## src/sv/vssg_pkg.sv

```systemverilog
// Shared widths, codes, reset values and control types of the voice session silence gate.
package vssg_pkg;

	localparam int unsigned ACTION_W   = 3;
	localparam int unsigned SAMPLE_W   = 16;
	localparam int unsigned EVENT_W    = 3;
	localparam int unsigned SEQ_W      = 32;
	localparam int unsigned THR_W      = 15;
	localparam int unsigned MS_W       = 16;
	localparam int unsigned CFG_IDX_W  = 2;
	localparam int unsigned CFG_DATA_W = 16;
	localparam int unsigned MAG_W      = SAMPLE_W + 1;
	localparam int unsigned MAGSQ_W    = 2 * SAMPLE_W - 1;
	localparam int unsigned THRSQ_W    = 2 * THR_W;

	localparam int unsigned MAX_FRAME_DEF = 512;

	localparam logic [THR_W-1:0] THR_RST     = 15'd1500;
	localparam logic [MS_W-1:0]  TIMEOUT_RST = 16'd3000;
	localparam logic [MS_W-1:0]  MAXSESS_RST = 16'd10000;

	localparam logic [ACTION_W-1:0] ACT_SAMPLE = 3'd0;
	localparam logic [ACTION_W-1:0] ACT_TICK   = 3'd1;
	localparam logic [ACTION_W-1:0] ACT_WAKE   = 3'd2;
	localparam logic [ACTION_W-1:0] ACT_CANCEL = 3'd3;
	localparam logic [ACTION_W-1:0] ACT_START  = 3'd4;
	localparam logic [ACTION_W-1:0] ACT_STOP   = 3'd5;

	localparam logic [EVENT_W-1:0] EV_SEND    = 3'd0;
	localparam logic [EVENT_W-1:0] EV_STARTED = 3'd1;
	localparam logic [EVENT_W-1:0] EV_SILENCE = 3'd2;
	localparam logic [EVENT_W-1:0] EV_MAXSESS = 3'd3;
	localparam logic [EVENT_W-1:0] EV_CANCEL  = 3'd4;

	localparam logic [CFG_IDX_W-1:0] CFG_THRESHOLD = 2'd0;
	localparam logic [CFG_IDX_W-1:0] CFG_TIMEOUT   = 2'd1;
	localparam logic [CFG_IDX_W-1:0] CFG_MAXSESS   = 2'd2;

	typedef struct packed {
		logic go;
		logic sample;
		logic last;
		logic clear;
	} frm_ctl_t;

	typedef struct packed {
		logic frame_end;
		logic quiet;
	} frm_sts_t;

endpackage

```

## src/sv/vssg_if.sv

```systemverilog
// Request, result and configuration channel interfaces of the voice session silence gate.
interface vssg_in_if;
	logic                                valid;
	logic                                ready;
	logic [vssg_pkg::ACTION_W-1:0]       action;
	logic signed [vssg_pkg::SAMPLE_W-1:0] sample;
	logic                                last_of_frame;
	modport source(output valid, action, sample, last_of_frame, input ready);
	modport sink(input valid, action, sample, last_of_frame, output ready);
endinterface

interface vssg_out_if;
	logic                         valid;
	logic                         ready;
	logic [vssg_pkg::EVENT_W-1:0] event_res;
	logic [vssg_pkg::SEQ_W-1:0]   sequence_res;
	logic                         frame_quiet;
	modport source(output valid, event_res, sequence_res, frame_quiet, input ready);
	modport sink(input valid, event_res, sequence_res, frame_quiet, output ready);
endinterface

interface vssg_cfg_if;
	logic                            valid;
	logic                            ready;
	logic [vssg_pkg::CFG_IDX_W-1:0]  index;
	logic [vssg_pkg::CFG_DATA_W-1:0] data;
	modport source(output valid, index, data, input ready);
	modport sink(input valid, index, data, output ready);
endinterface

```

## src/sv/voice_session_silence_gate_unit.sv

```systemverilog
// Top level of the voice session controller with its frame energy silence gate.
// A request enters the input stage; its result is then registered and driven on evt.
// One request per cycle unless the input stage stalls; each updates the session state.
// A request that makes a result waits in the input stage while an earlier result is held
// on evt; a request that makes no result moves on and never stalls.
// Reset (arst_n low, asynchronous) clears the mode to disabled, all counters and the
// frame sum, and loads the register reset values; the input is ready when the input stage is empty.
module voice_session_silence_gate_unit #(
	parameter int unsigned MAX_FRAME = vssg_pkg::MAX_FRAME_DEF
) (
	input logic         clk,
	input logic         arst_n,
	vssg_in_if.sink     mic,
	vssg_out_if.source  evt,
	vssg_cfg_if.sink    cfg
);

	typedef enum logic [1:0] {
		MODE_DISABLED,
		MODE_IDLE,
		MODE_ACTIVE
	} mode_t;

	// Configuration registers. Writes are always taken.
	logic [vssg_pkg::THR_W-1:0] thr_q;
	logic [vssg_pkg::MS_W-1:0]  timeout_q;
	logic [vssg_pkg::MS_W-1:0]  maxsess_q;

	assign cfg.ready = 1'b1;

	always_ff @(posedge clk or negedge arst_n) begin
		if (!arst_n) begin
			thr_q     <= vssg_pkg::THR_RST;
			timeout_q <= vssg_pkg::TIMEOUT_RST;
			maxsess_q <= vssg_pkg::MAXSESS_RST;
		end else if (cfg.valid) begin
			case (cfg.index)
				vssg_pkg::CFG_THRESHOLD: thr_q     <= cfg.data[vssg_pkg::THR_W-1:0];
				vssg_pkg::CFG_TIMEOUT:   timeout_q <= cfg.data[vssg_pkg::MS_W-1:0];
				vssg_pkg::CFG_MAXSESS:   maxsess_q <= cfg.data[vssg_pkg::MS_W-1:0];
				default: ;
			endcase
		end
	end

	// Input stage. The sample magnitude is squared on the way in, so the stage
	// after it only has to accumulate and compare.
	logic                          valid_s1;
	logic [vssg_pkg::ACTION_W-1:0] action_s1;
	logic                          last_s1;
	logic [vssg_pkg::MAGSQ_W-1:0]  magsq_s1;

	logic signed [vssg_pkg::MAG_W-1:0] sample_ext;
	logic [vssg_pkg::MAG_W-1:0]        mag;
	logic [2*vssg_pkg::MAG_W-1:0]      mag_prod;

	always_comb begin
		sample_ext = vssg_pkg::MAG_W'(mic.sample);
		mag        = sample_ext[vssg_pkg::MAG_W-1] ? vssg_pkg::MAG_W'(-sample_ext)
		                                           : vssg_pkg::MAG_W'(sample_ext);
		mag_prod   = (2*vssg_pkg::MAG_W)'(mag) * (2*vssg_pkg::MAG_W)'(mag);
	end

	// Session state and the result register.
	mode_t                      mode_q;
	logic [vssg_pkg::MS_W-1:0]  sess_q;
	logic                       armed_q;
	logic [vssg_pkg::MS_W-1:0]  sil_q;
	logic [vssg_pkg::SEQ_W-1:0] fseq_q;
	logic                       evt_valid_q;
	logic [vssg_pkg::EVENT_W-1:0] ev_q;
	logic [vssg_pkg::SEQ_W-1:0] seqo_q;
	logic                       quiet_q;

	mode_t                      mode_n;
	logic [vssg_pkg::MS_W-1:0]  sess_n;
	logic                       armed_n;
	logic [vssg_pkg::MS_W-1:0]  sil_n;
	logic [vssg_pkg::SEQ_W-1:0] fseq_n;
	logic                       emit;
	logic [vssg_pkg::EVENT_W-1:0] ev_n;
	logic [vssg_pkg::SEQ_W-1:0] seqo_n;
	logic                       quiet_n;

	logic out_free;
	logic go_s1;

	vssg_pkg::frm_ctl_t frm_ctl;
	vssg_pkg::frm_sts_t frm_sts;

	vssg_frame_energy #(
		.MAX_FRAME(MAX_FRAME)
	) u_energy (
		.clk   (clk),
		.arst_n(arst_n),
		.ctl   (frm_ctl),
		.magsq (magsq_s1),
		.thr   (thr_q),
		.sts   (frm_sts)
	);

	// The staged request moves on when it makes no result or the result slot is free.
	assign out_free  = !evt_valid_q || evt.ready;
	assign go_s1     = valid_s1 && (!emit || out_free);
	assign mic.ready = !valid_s1 || go_s1;

	always_comb begin
		frm_ctl.go     = go_s1;
		frm_ctl.sample = valid_s1 && (action_s1 == vssg_pkg::ACT_SAMPLE)
		                 && (mode_q == MODE_ACTIVE);
		frm_ctl.last   = last_s1;
		frm_ctl.clear  = ((action_s1 == vssg_pkg::ACT_WAKE) && (mode_q == MODE_IDLE))
		                 || ((action_s1 == vssg_pkg::ACT_CANCEL) && (mode_q == MODE_ACTIVE))
		                 || (action_s1 == vssg_pkg::ACT_STOP);
	end

	// Next session state and the result of the staged request.
	always_comb begin
		mode_n  = mode_q;
		sess_n  = sess_q;
		armed_n = armed_q;
		sil_n   = sil_q;
		fseq_n  = fseq_q;
		emit    = 1'b0;
		ev_n    = vssg_pkg::EV_SEND;
		seqo_n  = '0;
		quiet_n = 1'b0;
		if (valid_s1) begin
			case (action_s1)
				vssg_pkg::ACT_SAMPLE: begin
					if (frm_sts.frame_end) begin
						emit    = 1'b1;
						quiet_n = frm_sts.quiet;
						// The session cap is tested before the silence rule.
						if (sess_q >= maxsess_q) begin
							mode_n = MODE_IDLE;
							ev_n   = vssg_pkg::EV_MAXSESS;
						end else if (frm_sts.quiet && armed_q && (sil_q >= timeout_q)) begin
							mode_n = MODE_IDLE;
							ev_n   = vssg_pkg::EV_SILENCE;
						end else begin
							// The first quiet frame arms the timer; a loud one disarms it.
							if (!frm_sts.quiet || !armed_q) begin
								sil_n = '0;
							end
							armed_n = frm_sts.quiet;
							ev_n    = vssg_pkg::EV_SEND;
							seqo_n  = fseq_q;
							fseq_n  = fseq_q + vssg_pkg::SEQ_W'(1);
						end
					end
				end
				vssg_pkg::ACT_TICK: begin
					if (mode_q == MODE_ACTIVE) begin
						if (sess_q != '1) begin
							sess_n = sess_q + vssg_pkg::MS_W'(1);
						end
						if (armed_q && (sil_q != '1)) begin
							sil_n = sil_q + vssg_pkg::MS_W'(1);
						end
					end
				end
				vssg_pkg::ACT_WAKE: begin
					if (mode_q == MODE_IDLE) begin
						mode_n  = MODE_ACTIVE;
						sess_n  = '0;
						armed_n = 1'b0;
						sil_n   = '0;
						fseq_n  = '0;
						emit    = 1'b1;
						ev_n    = vssg_pkg::EV_STARTED;
					end
				end
				vssg_pkg::ACT_CANCEL: begin
					if (mode_q == MODE_ACTIVE) begin
						mode_n = MODE_IDLE;
						emit   = 1'b1;
						ev_n   = vssg_pkg::EV_CANCEL;
					end
				end
				vssg_pkg::ACT_START: begin
					if (mode_q == MODE_DISABLED) begin
						mode_n = MODE_IDLE;
					end
				end
				vssg_pkg::ACT_STOP: begin
					mode_n = MODE_DISABLED;
				end
				default: ;
			endcase
		end
	end

	always_ff @(posedge clk or negedge arst_n) begin
		if (!arst_n) begin
			valid_s1 <= 1'b0;
		end else if (mic.valid && mic.ready) begin
			valid_s1 <= 1'b1;
		end else if (go_s1) begin
			valid_s1 <= 1'b0;
		end
	end

	always_ff @(posedge clk) begin
		if (mic.valid && mic.ready) begin
			action_s1 <= mic.action;
			last_s1   <= mic.last_of_frame;
			magsq_s1  <= mag_prod[vssg_pkg::MAGSQ_W-1:0];
		end
	end

	always_ff @(posedge clk or negedge arst_n) begin
		if (!arst_n) begin
			mode_q      <= MODE_DISABLED;
			sess_q      <= '0;
			armed_q     <= 1'b0;
			sil_q       <= '0;
			fseq_q      <= '0;
			evt_valid_q <= 1'b0;
			ev_q        <= vssg_pkg::EV_SEND;
			seqo_q      <= '0;
			quiet_q     <= 1'b0;
		end else begin
			if (go_s1) begin
				mode_q  <= mode_n;
				sess_q  <= sess_n;
				armed_q <= armed_n;
				sil_q   <= sil_n;
				fseq_q  <= fseq_n;
			end
			if (go_s1 && emit) begin
				evt_valid_q <= 1'b1;
				ev_q        <= ev_n;
				seqo_q      <= seqo_n;
				quiet_q     <= quiet_n;
			end else if (evt.ready) begin
				evt_valid_q <= 1'b0;
			end
		end
	end

	assign evt.valid        = evt_valid_q;
	assign evt.event_res    = ev_q;
	assign evt.sequence_res = seqo_q;
	assign evt.frame_quiet  = quiet_q;

endmodule

```

## src/sv/vssg_frame_energy.sv

```systemverilog
// Frame energy accumulator and quiet test against threshold squared times sample count.
module vssg_frame_energy #(
	parameter int unsigned MAX_FRAME = vssg_pkg::MAX_FRAME_DEF
) (
	input  logic                         clk,
	input  logic                         arst_n,
	input  vssg_pkg::frm_ctl_t           ctl,
	input  logic [vssg_pkg::MAGSQ_W-1:0] magsq,
	input  logic [vssg_pkg::THR_W-1:0]   thr,
	output vssg_pkg::frm_sts_t           sts
);

	localparam int unsigned CNT_W = $clog2(MAX_FRAME + 1);
	localparam int unsigned SUM_W = vssg_pkg::MAGSQ_W + $clog2(MAX_FRAME);
	localparam int unsigned LIM_W = vssg_pkg::THRSQ_W + CNT_W;
	localparam int unsigned CMP_W = vssg_pkg::MAGSQ_W + CNT_W;

	logic [CNT_W-1:0]             cnt_q;
	logic [SUM_W-1:0]             sum_q;
	logic [vssg_pkg::THRSQ_W-1:0] thrsq_q;
	logic [CNT_W-1:0]             cnt_new;
	logic [SUM_W-1:0]             sum_new;
	logic [LIM_W-1:0]             lim;

	always_comb begin
		cnt_new       = cnt_q + CNT_W'(1);
		sum_new       = sum_q + SUM_W'(magsq);
		lim           = LIM_W'(thrsq_q) * LIM_W'(cnt_new);
		sts.frame_end = ctl.sample && (ctl.last || (cnt_new == CNT_W'(MAX_FRAME)));
		sts.quiet     = CMP_W'(sum_new) < CMP_W'(lim);
	end

	// Registered thr squared; configuration settles while idle, by the user, unchecked.
	always_ff @(posedge clk) begin
		thrsq_q <= vssg_pkg::THRSQ_W'(thr) * vssg_pkg::THRSQ_W'(thr);
	end

	always_ff @(posedge clk or negedge arst_n) begin
		if (!arst_n) begin
			cnt_q <= '0;
			sum_q <= '0;
		end else if (ctl.go) begin
			if (ctl.sample) begin
				if (sts.frame_end) begin
					cnt_q <= '0;
					sum_q <= '0;
				end else begin
					cnt_q <= cnt_new;
					sum_q <= sum_new;
				end
			end else if (ctl.clear) begin
				cnt_q <= '0;
				sum_q <= '0;
			end
		end
	end

endmodule

```

## src/flat_wrapper.sv

```systemverilog
// flat-port wrapper written by rule: the top's interface ports become plain ports
module voice_session_silence_gate_unit_flat 
#(
	parameter int unsigned MAX_FRAME = vssg_pkg::MAX_FRAME_DEF
)
  (clk, arst_n, mic_valid, mic_action, mic_sample, mic_last_of_frame, mic_ready, evt_valid, evt_event_res, evt_sequence_res, evt_frame_quiet, evt_ready, cfg_valid, cfg_index, cfg_data, cfg_ready);
  vssg_in_if mic_i ();
  vssg_out_if evt_i ();
  vssg_cfg_if cfg_i ();
  input logic clk;
  input logic arst_n;
  input wire logic [$bits(mic_i.valid)-1:0] mic_valid;
  input wire logic [$bits(mic_i.action)-1:0] mic_action;
  input wire logic [$bits(mic_i.sample)-1:0] mic_sample;
  input wire logic [$bits(mic_i.last_of_frame)-1:0] mic_last_of_frame;
  output wire logic [$bits(mic_i.ready)-1:0] mic_ready;
  output wire logic [$bits(evt_i.valid)-1:0] evt_valid;
  output wire logic [$bits(evt_i.event_res)-1:0] evt_event_res;
  output wire logic [$bits(evt_i.sequence_res)-1:0] evt_sequence_res;
  output wire logic [$bits(evt_i.frame_quiet)-1:0] evt_frame_quiet;
  input wire logic [$bits(evt_i.ready)-1:0] evt_ready;
  input wire logic [$bits(cfg_i.valid)-1:0] cfg_valid;
  input wire logic [$bits(cfg_i.index)-1:0] cfg_index;
  input wire logic [$bits(cfg_i.data)-1:0] cfg_data;
  output wire logic [$bits(cfg_i.ready)-1:0] cfg_ready;
  assign mic_i.valid = mic_valid;
  assign mic_i.action = mic_action;
  assign mic_i.sample = mic_sample;
  assign mic_i.last_of_frame = mic_last_of_frame;
  assign mic_ready = mic_i.ready;
  assign evt_valid = evt_i.valid;
  assign evt_event_res = evt_i.event_res;
  assign evt_sequence_res = evt_i.sequence_res;
  assign evt_frame_quiet = evt_i.frame_quiet;
  assign evt_i.ready = evt_ready;
  assign cfg_i.valid = cfg_valid;
  assign cfg_i.index = cfg_index;
  assign cfg_i.data = cfg_data;
  assign cfg_ready = cfg_i.ready;
  voice_session_silence_gate_unit #(.MAX_FRAME(MAX_FRAME)) u_core (.clk(clk), .arst_n(arst_n), .mic(mic_i), .evt(evt_i), .cfg(cfg_i));
endmodule
```

## config.mk

```make
export PLATFORM = sky130hd
export DESIGN_NAME = voice_session_silence_gate_unit_flat
export DESIGN_NICKNAME = d
export VERILOG_FILES = /design/src/sv/vssg_pkg.sv /design/src/sv/vssg_if.sv /design/src/sv/voice_session_silence_gate_unit.sv /design/src/sv/vssg_frame_energy.sv /design/src/flat_wrapper.sv
export SDC_FILE = /design/constraint.sdc
export NUM_CORES = 2
export LEC_CHECK = 0
export BUFFER_PORTS_ARGS = -buffer_cell sky130_fd_sc_hd__clkbuf_2
export CORE_MARGIN = 5
export CORE_UTILIZATION = 40
export DETAILED_ROUTE_END_ITERATION = 16
export SYNTH_ARGS = -nofsm -noshare
export SYNTH_HDL_FRONTEND = slang
export SYNTH_SLANG_ARGS = --single-unit
```

## constraint.sdc

```tcl
create_clock -name clk -period 23.7 [get_ports clk]
set_clock_uncertainty 0.1 [all_clocks]
set_input_delay 4.74 -clock clk [delete_from_list [all_inputs] [get_ports clk]]
set_output_delay 4.74 -clock clk [all_outputs]
set_load 0.05 [all_outputs]
```

Word-level counts from Yosys, hierarchy flattened --
Index checks and enable logic that the tools add are counted.
Word-level totals: register bits after elaboration 267, bits of input ports 43, output and inout bits 39, word-level logic and storage cells 154
Operators by class: add/sub/neg operators 6, multipliers 3, $lt $le $gt $ge 3, equality and inequality tests 23, mux-type cells 59, reduce and logical (&&, ||, !) cells 41
Operators with widths (number):
- two-way mux 32 bit | 9
- two-way mux 16 bit | 9
- two-way mux 40 bit | 3
- case mux 32 bit (2 select lines) | 1
- case mux 16 bit (3 select lines) | 1
- adder 40 x 31 -> 40 bit | 1
- < comparator 40 bit | 1
- multiplier 30 x 10 -> 40 bit | 1
- adder 16 x 1 -> 16 bit (second input constant) | 2
- adder 32 x 1 -> 32 bit (second input constant) | 1
- greater-or-equal comparator 16 bit | 2
- inequality test 16 bit (second input constant) | 2
- case mux 16 bit (2 select lines) | 1
- multiplier 17 x 17 -> 31 bit | 1
- multiplier 15 x 15 -> 30 bit | 1
- two-way mux 10 bit | 3
- two-way mux 17 bit | 1
- negator 16 -> 17 bit | 1
- two-way mux 1 bit | 16
- two-way mux 2 bit | 7
- two-way mux 3 bit | 4
- inequality test 2 x 1 -> 1 bit (second input constant) | 6
- logical AND 1 bit | 11
- adder 10 x 1 -> 10 bit (second input constant) | 1
- 24 further kinds | 49

Logic depth before layout (Yosys ltp) --
word-level depth 13, mapped depth 35, depth with buffers taken out 32

Hierarchy --
From an unflattened synthesis, not the netlist that was laid out.
Second synthesis, totals: cells, all modules 4012, area total of the unflattened synthesis 37631.1 µm²
By module, submodules not included:
- vssg_frame_energy | instances 1, cells each 2346, area an instance 21032.7 µm², sequential area each 1831.8 µm²
- voice_session_silence_gate_unit | instances 1, cells each 1666, area an instance 16598.4 µm², sequential area each 4848.4 µm²

Least setup slack after synthesis --
OpenSTA, ideal clock, no wires.
path kind in2reg, from input port mic_sample[0], to register u_core.magsq_s1[30] (netlist bit), data pin, setup time 0.260 ns, arrival time 11.793 ns, required time 23.340 ns, path slack 11.547 ns, stages on the path 29, path buffers 1, cells stage by stage inv_1 -> ha_1 -> or3b_2 -> o31ai_1 -> nand2_1 -> xnor2_1 -> inv_1 -> clkbuf_1 -> nand2_1 -> inv_1 -> fa_1 -> fa_1 -> inv_1 -> fa_1 -> inv_1 -> fa_1 -> inv_1 -> fa_1 -> inv_1 -> fa_1 -> ha_1 -> a21oi_1 -> o211ai_1 -> o311a_1 -> o21ai_0 -> a31oi_1 -> a211oi_1 -> a21oi_1 -> xnor2_1
On the way: word-level cells in the longest chain between the ends 3
Ends and longest elaborated chain:
- start, declared | RTL line flat_wrapper.sv:14 | input wire logic [$bits(mic_i.sample)-1:0] mic_sample;
- negator 16 -> 17 bit | RTL line voice_session_silence_gate_unit.sv:59 | mag = sample_ext[vssg_pkg::MAG_W-1] ? vssg_pkg::MAG_W'(-sample_ext)
- two-way mux 17 bit (*) | RTL line voice_session_silence_gate_unit.sv:59
- multiplier 17 x 17 -> 31 bit (*) | RTL line voice_session_silence_gate_unit.sv:61 | mag_prod = (2*vssg_pkg::MAG_W)'(mag) * (2*vssg_pkg::MAG_W)'(mag);
- named net u_core.mag_prod (one bit) | RTL line voice_session_silence_gate_unit.sv:55 | logic [2*vssg_pkg::MAG_W-1:0] mag_prod;
- end signal, assigned | RTL line voice_session_silence_gate_unit.sv:208 | magsq_s1 <= mag_prod[vssg_pkg::MAGSQ_W-1:0];
- end, declared | RTL line voice_session_silence_gate_unit.sv:51 | logic [vssg_pkg::MAGSQ_W-1:0] magsq_s1;
The timed path passes the listed nets; every way through them passes the cells marked *. A chain may end at the register's enable or synchronous reset.

Worst setup path after layout --
Ends and elaborated chain as after synthesis.

==> key figures <==
Global route
  • Global-route wire length before repair: 152000 microns
  • Maximum number of pins on one net before global-route repair: 97
  • Global router's overall resource usage: 0.178
  • Via count of the first global-routing pass: 28805
  • Initial antenna violation count: 0
  • Total congestion overflow after global routing: 0

STA
  • Hold violation count in the final report: 0
  • Count of final setup violators: 0
  • Slew @ Worst Pin: 1.04 ns
  • Max_slew headroom: 0.304
  • Slew Viols, Final: 0
  • Highest clock frequency the design can meet: 76.1 MHz
  • Total negative slack: 0 ns
  • Unrepaired setup endpoints after global routing: no
  • Post-route minimum period: 13.14 ns
  • Final Cycle Share: 0.554

Die
  • Die height: between 300 and 400 microns
  • Effective utilization at floorplan: 0.401
  • Core area: 94600 sq um
  • Ports placed on the boundary: 82
  • Die area: roughly 100000 sq um
  • Die width: 318 microns
  • Placement Rows: 113

Detailed routing
  • Met3 wire length: 2960 microns
  • Met1 Routed Length: 43300 microns
  • Mean number of vias per cell: about 5
  • Final routed wirelength across all metal layers: 89600 microns
  • Top routing layer used: met4
  • Antenna Nets Post-Route: 0
  • Vias post-DR: 27720
  • Pre-antenna DRT Iters: 5
  • DRC errors left: 0
  • Average routed wire per standard cell: between 15 and 20 microns
  • Met2 WL post-DR: 41500 microns
  • Number of violations reported at the end of detailed-routing iteration 0: 1253

Synthesis
  • Largest area contributor in the netlist: sky130_fd_sc_hd__fa_1
  • Post-synthesis sequential element count: 265
  • Number of enable-type register cells in the synthesized netlist: 34
  • Syn avg cell area: 9.30 sq um
  • Post-synth top flop: sky130_fd_sc_hd__dfrtp_1
  • Number of distinct library cells after synthesis: between 90 and 100
  • Portion of synthesized cell area occupied by the leading cell type: 0.290
  • Dominant cells by area after synthesis: sky130_fd_sc_hd__fa_1, sky130_fd_sc_hd__dfrtp_1, sky130_fd_sc_hd__ha_1
  • Cell Area, Synth: 38000 sq um
  • Sequential-to-total area share from yosys stat: 0.176
  • Number of instances in the synthesized netlist: 4082
  • Yosys warning total: 0
  • Post-synthesis async set-or-reset flop share: 0.762

CTS
  • Hold-fix buffers, CTS: 0
  • Buffers inserted by post-CTS timing repair: 0
  • Number of H-tree branching levels: 1
  • Number of clock buffers inserted by TritonCTS: 31
  • Worst-skew pair later-pin latency: 0.58 ns
  • Number of cells upsized or downsized after cts: 0
  • TritonCTS clock tree: built
  • Number of buffers on the longest clock path: 3
  • Root Driver: sky130_fd_sc_hd__clkbuf_16
  • Clock slew at reported path FFs: 0.06 ns
  • Sink count of the clock tree: 265

Layout
  • Number of antenna diodes: 0
  • Area added between synthesis and finish: 7.84%
  • FF+latch area: 6680 sq um
  • Multi-input gate area: 28100 sq um
  • Fill cells: 9255
  • Nets: 5069
  • Share of layout cells above drive strength 1: 0.0662

Critical path
  • Crit path required time: between 20 and 25 ns
  • Worst-path maximum fanout: 16
  • Startpoint Class: primary input
  • Slowest-stage cell, CP: sky130_fd_sc_hd__xor2_1
  • Critical Setup Path Class: in2reg
  • Worst Path Arrival: approximately 13 ns
  • Critical path endpoint category: register
  • Maximum single-stage delay on the critical path: 0.70 ns

Job
  • Count of maximum capacitance violations: 0

Min path
  • Hold crit path type: reg2reg

Placed design
  • Count of input and output buffers: 80
  • DP Wirelength: 72500 microns
  • Final RePlAce weighted congestion: 0.873

Status
  • Outcome: finished clean
[layout make-up]
cell class | instances | area share
timing repair buffer | 114 | 0.0163
clock inverter | 20 | 0.00578
clock buffer | 37 | 0.0205
tap | 1265 | 0.0387
inverter | 740 | 0.0679
multi-input combinational | 2963 | 0.688
sequential | 265 | 0.163
[final timing paths]
kind,end,slack [ns],cells past startpoint,start
setup / recovery,u_core.magsq_s1[30]$_DFFE_PP_,10.56,30,mic_sample[0]
hold / removal,u_core.timeout_q[15]$_DFFE_PN0P_,0.40,1,u_core.timeout_q[15]$_DFFE_PN0P_
setup reg to reg,u_core.evt.sequence_res[13]$_DFFE_PN0P_,13.39,33,u_core.u_energy.cnt_q[0]$_DFFE_PN0P_
hold reg to reg,u_core.timeout_q[15]$_DFFE_PN0P_,0.40,1,u_core.timeout_q[15]$_DFFE_PN0P_
max in group asynchronous,u_core.u_energy.sum_q[11]$_DFFE_PN0P_,18.04,2,arst_n
min in group asynchronous,u_core.sil_q[13]$_DFFE_PN0P_,4.09,1,arst_n
[flip-flops by register name (all words and copies together), names as in the netlist, 16 cells and up]
register,count
u_core.u_energy.sum_q,40
u_core.timeout_q,16
u_core.fseq_q,32
u_core.sess_q,16
u_core.maxsess_q,16
u_core.u_energy.thrsq_q,29
u_core.evt.sequence_res,32
u_core.magsq_s1,30
u_core.sil_q,16
[metal layers]
metal,track usage,vias to the layer above
li1,-,13304
met1,0.258,13834
met2,0.295,467
met3,0.0140,115
met4,0.0334,0
met5,0,-
[cells by family after synthesis]
group / after synthesis / share of synthesized area
DFF: 265 / 0.176
xor gates and xnor gates: 143 / 0.0330
AOI/OAI and AO/OA: 637 / 0.116
muxes: 85 / 0.0239
and+or+nand+nor: 1144 / 0.152
buffers and inverters: 895 / 0.0895
adders and majority gates: 911 / 0.409
other: 2 / 0.000198
[synth_stat cells, types with 66 or more instances]
master,count
sky130_fd_sc_hd__xnor2_1,85
sky130_fd_sc_hd__a22o_1,66
sky130_fd_sc_hd__nand2b_1,88
sky130_fd_sc_hd__nand2_1,383
sky130_fd_sc_hd__and2_1,150
sky130_fd_sc_hd__a21o_1,66
sky130_fd_sc_hd__nor2b_1,103
sky130_fd_sc_hd__nor2_1,153
sky130_fd_sc_hd__fa_1,549
sky130_fd_sc_hd__a21oi_1,123
sky130_fd_sc_hd__o21ai_0,120
sky130_fd_sc_hd__dfrtp_1,183
sky130_fd_sc_hd__ha_1,362
sky130_fd_sc_hd__clkbuf_1,120
sky130_fd_sc_hd__nand3_1,74
sky130_fd_sc_hd__inv_1,734
[worst max-delay path, delay by kind of cell]
kind / cells / cell delay, ns
AOI/OAI and AO/OA: 8 / 2.10
xor gates and xnor gates: 2 / 0.83
adders and majority gates: 8 / 3.37
buffers and inverters: 8 / 1.32
and+or+nand+nor: 4 / 1.02
[cell usage in the layout (no fill, tap or decap), types with 13 or more instances in the layout]
cell type and n:
sky130_fd_sc_hd__xor2_1 54, sky130_fd_sc_hd__nor3_1 39, sky130_fd_sc_hd__o21ai_1 14, sky130_fd_sc_hd__dfxtp_1 29, sky130_fd_sc_hd__or3_1 18, sky130_fd_sc_hd__mux2_2 43, sky130_fd_sc_hd__a221oi_1 15, sky130_fd_sc_hd__fa_1 549
sky130_fd_sc_hd__dfrtp_1 183, sky130_fd_sc_hd__a22o_1 66, sky130_fd_sc_hd__conb_1 43, sky130_fd_sc_hd__a21o_1 66, sky130_fd_sc_hd__mux2i_1 39, sky130_fd_sc_hd__nand4_1 34, sky130_fd_sc_hd__nand3_1 73, sky130_fd_sc_hd__edfxtp_1 34
sky130_fd_sc_hd__and2_1 149, sky130_fd_sc_hd__a31oi_1 27, sky130_fd_sc_hd__nand2b_1 88, sky130_fd_sc_hd__nor4_1 16, sky130_fd_sc_hd__xnor2_1 83, sky130_fd_sc_hd__and3_1 39, sky130_fd_sc_hd__o21bai_1 15, sky130_fd_sc_hd__nor2b_1 103
sky130_fd_sc_hd__clkbuf_16 32, sky130_fd_sc_hd__inv_1 734, sky130_fd_sc_hd__o31ai_1 13, sky130_fd_sc_hd__a211oi_1 37, sky130_fd_sc_hd__clkbuf_2 79, sky130_fd_sc_hd__dfstp_2 19, sky130_fd_sc_hd__ha_1 362, sky130_fd_sc_hd__nand2_1 383
sky130_fd_sc_hd__nor2_1 153, sky130_fd_sc_hd__o211ai_1 16, sky130_fd_sc_hd__o21ai_0 120, sky130_fd_sc_hd__a21oi_1 123, sky130_fd_sc_hd__o21a_1 23, sky130_fd_sc_hd__buf_4 34
[metrics by stage]
stage               std cells  hold WS [ns]  cell area (sq um)  worst slack [ns]  utilization
floorplan                4123         0.332              38100             11.55            -
global placement         5347         0.370              39800             10.10        0.421
detailed placement       5347         0.394              39800              9.94        0.421
CTS                      5404         0.407              40900             10.57        0.433
global route             5404         0.423              40900              9.89        0.433
finish                   5404         0.403              40900             10.56        0.433
Power is left out: the tool's default activity adds up to more than one toggle a clock period on the data nets, which glitch-free logic cannot reach.
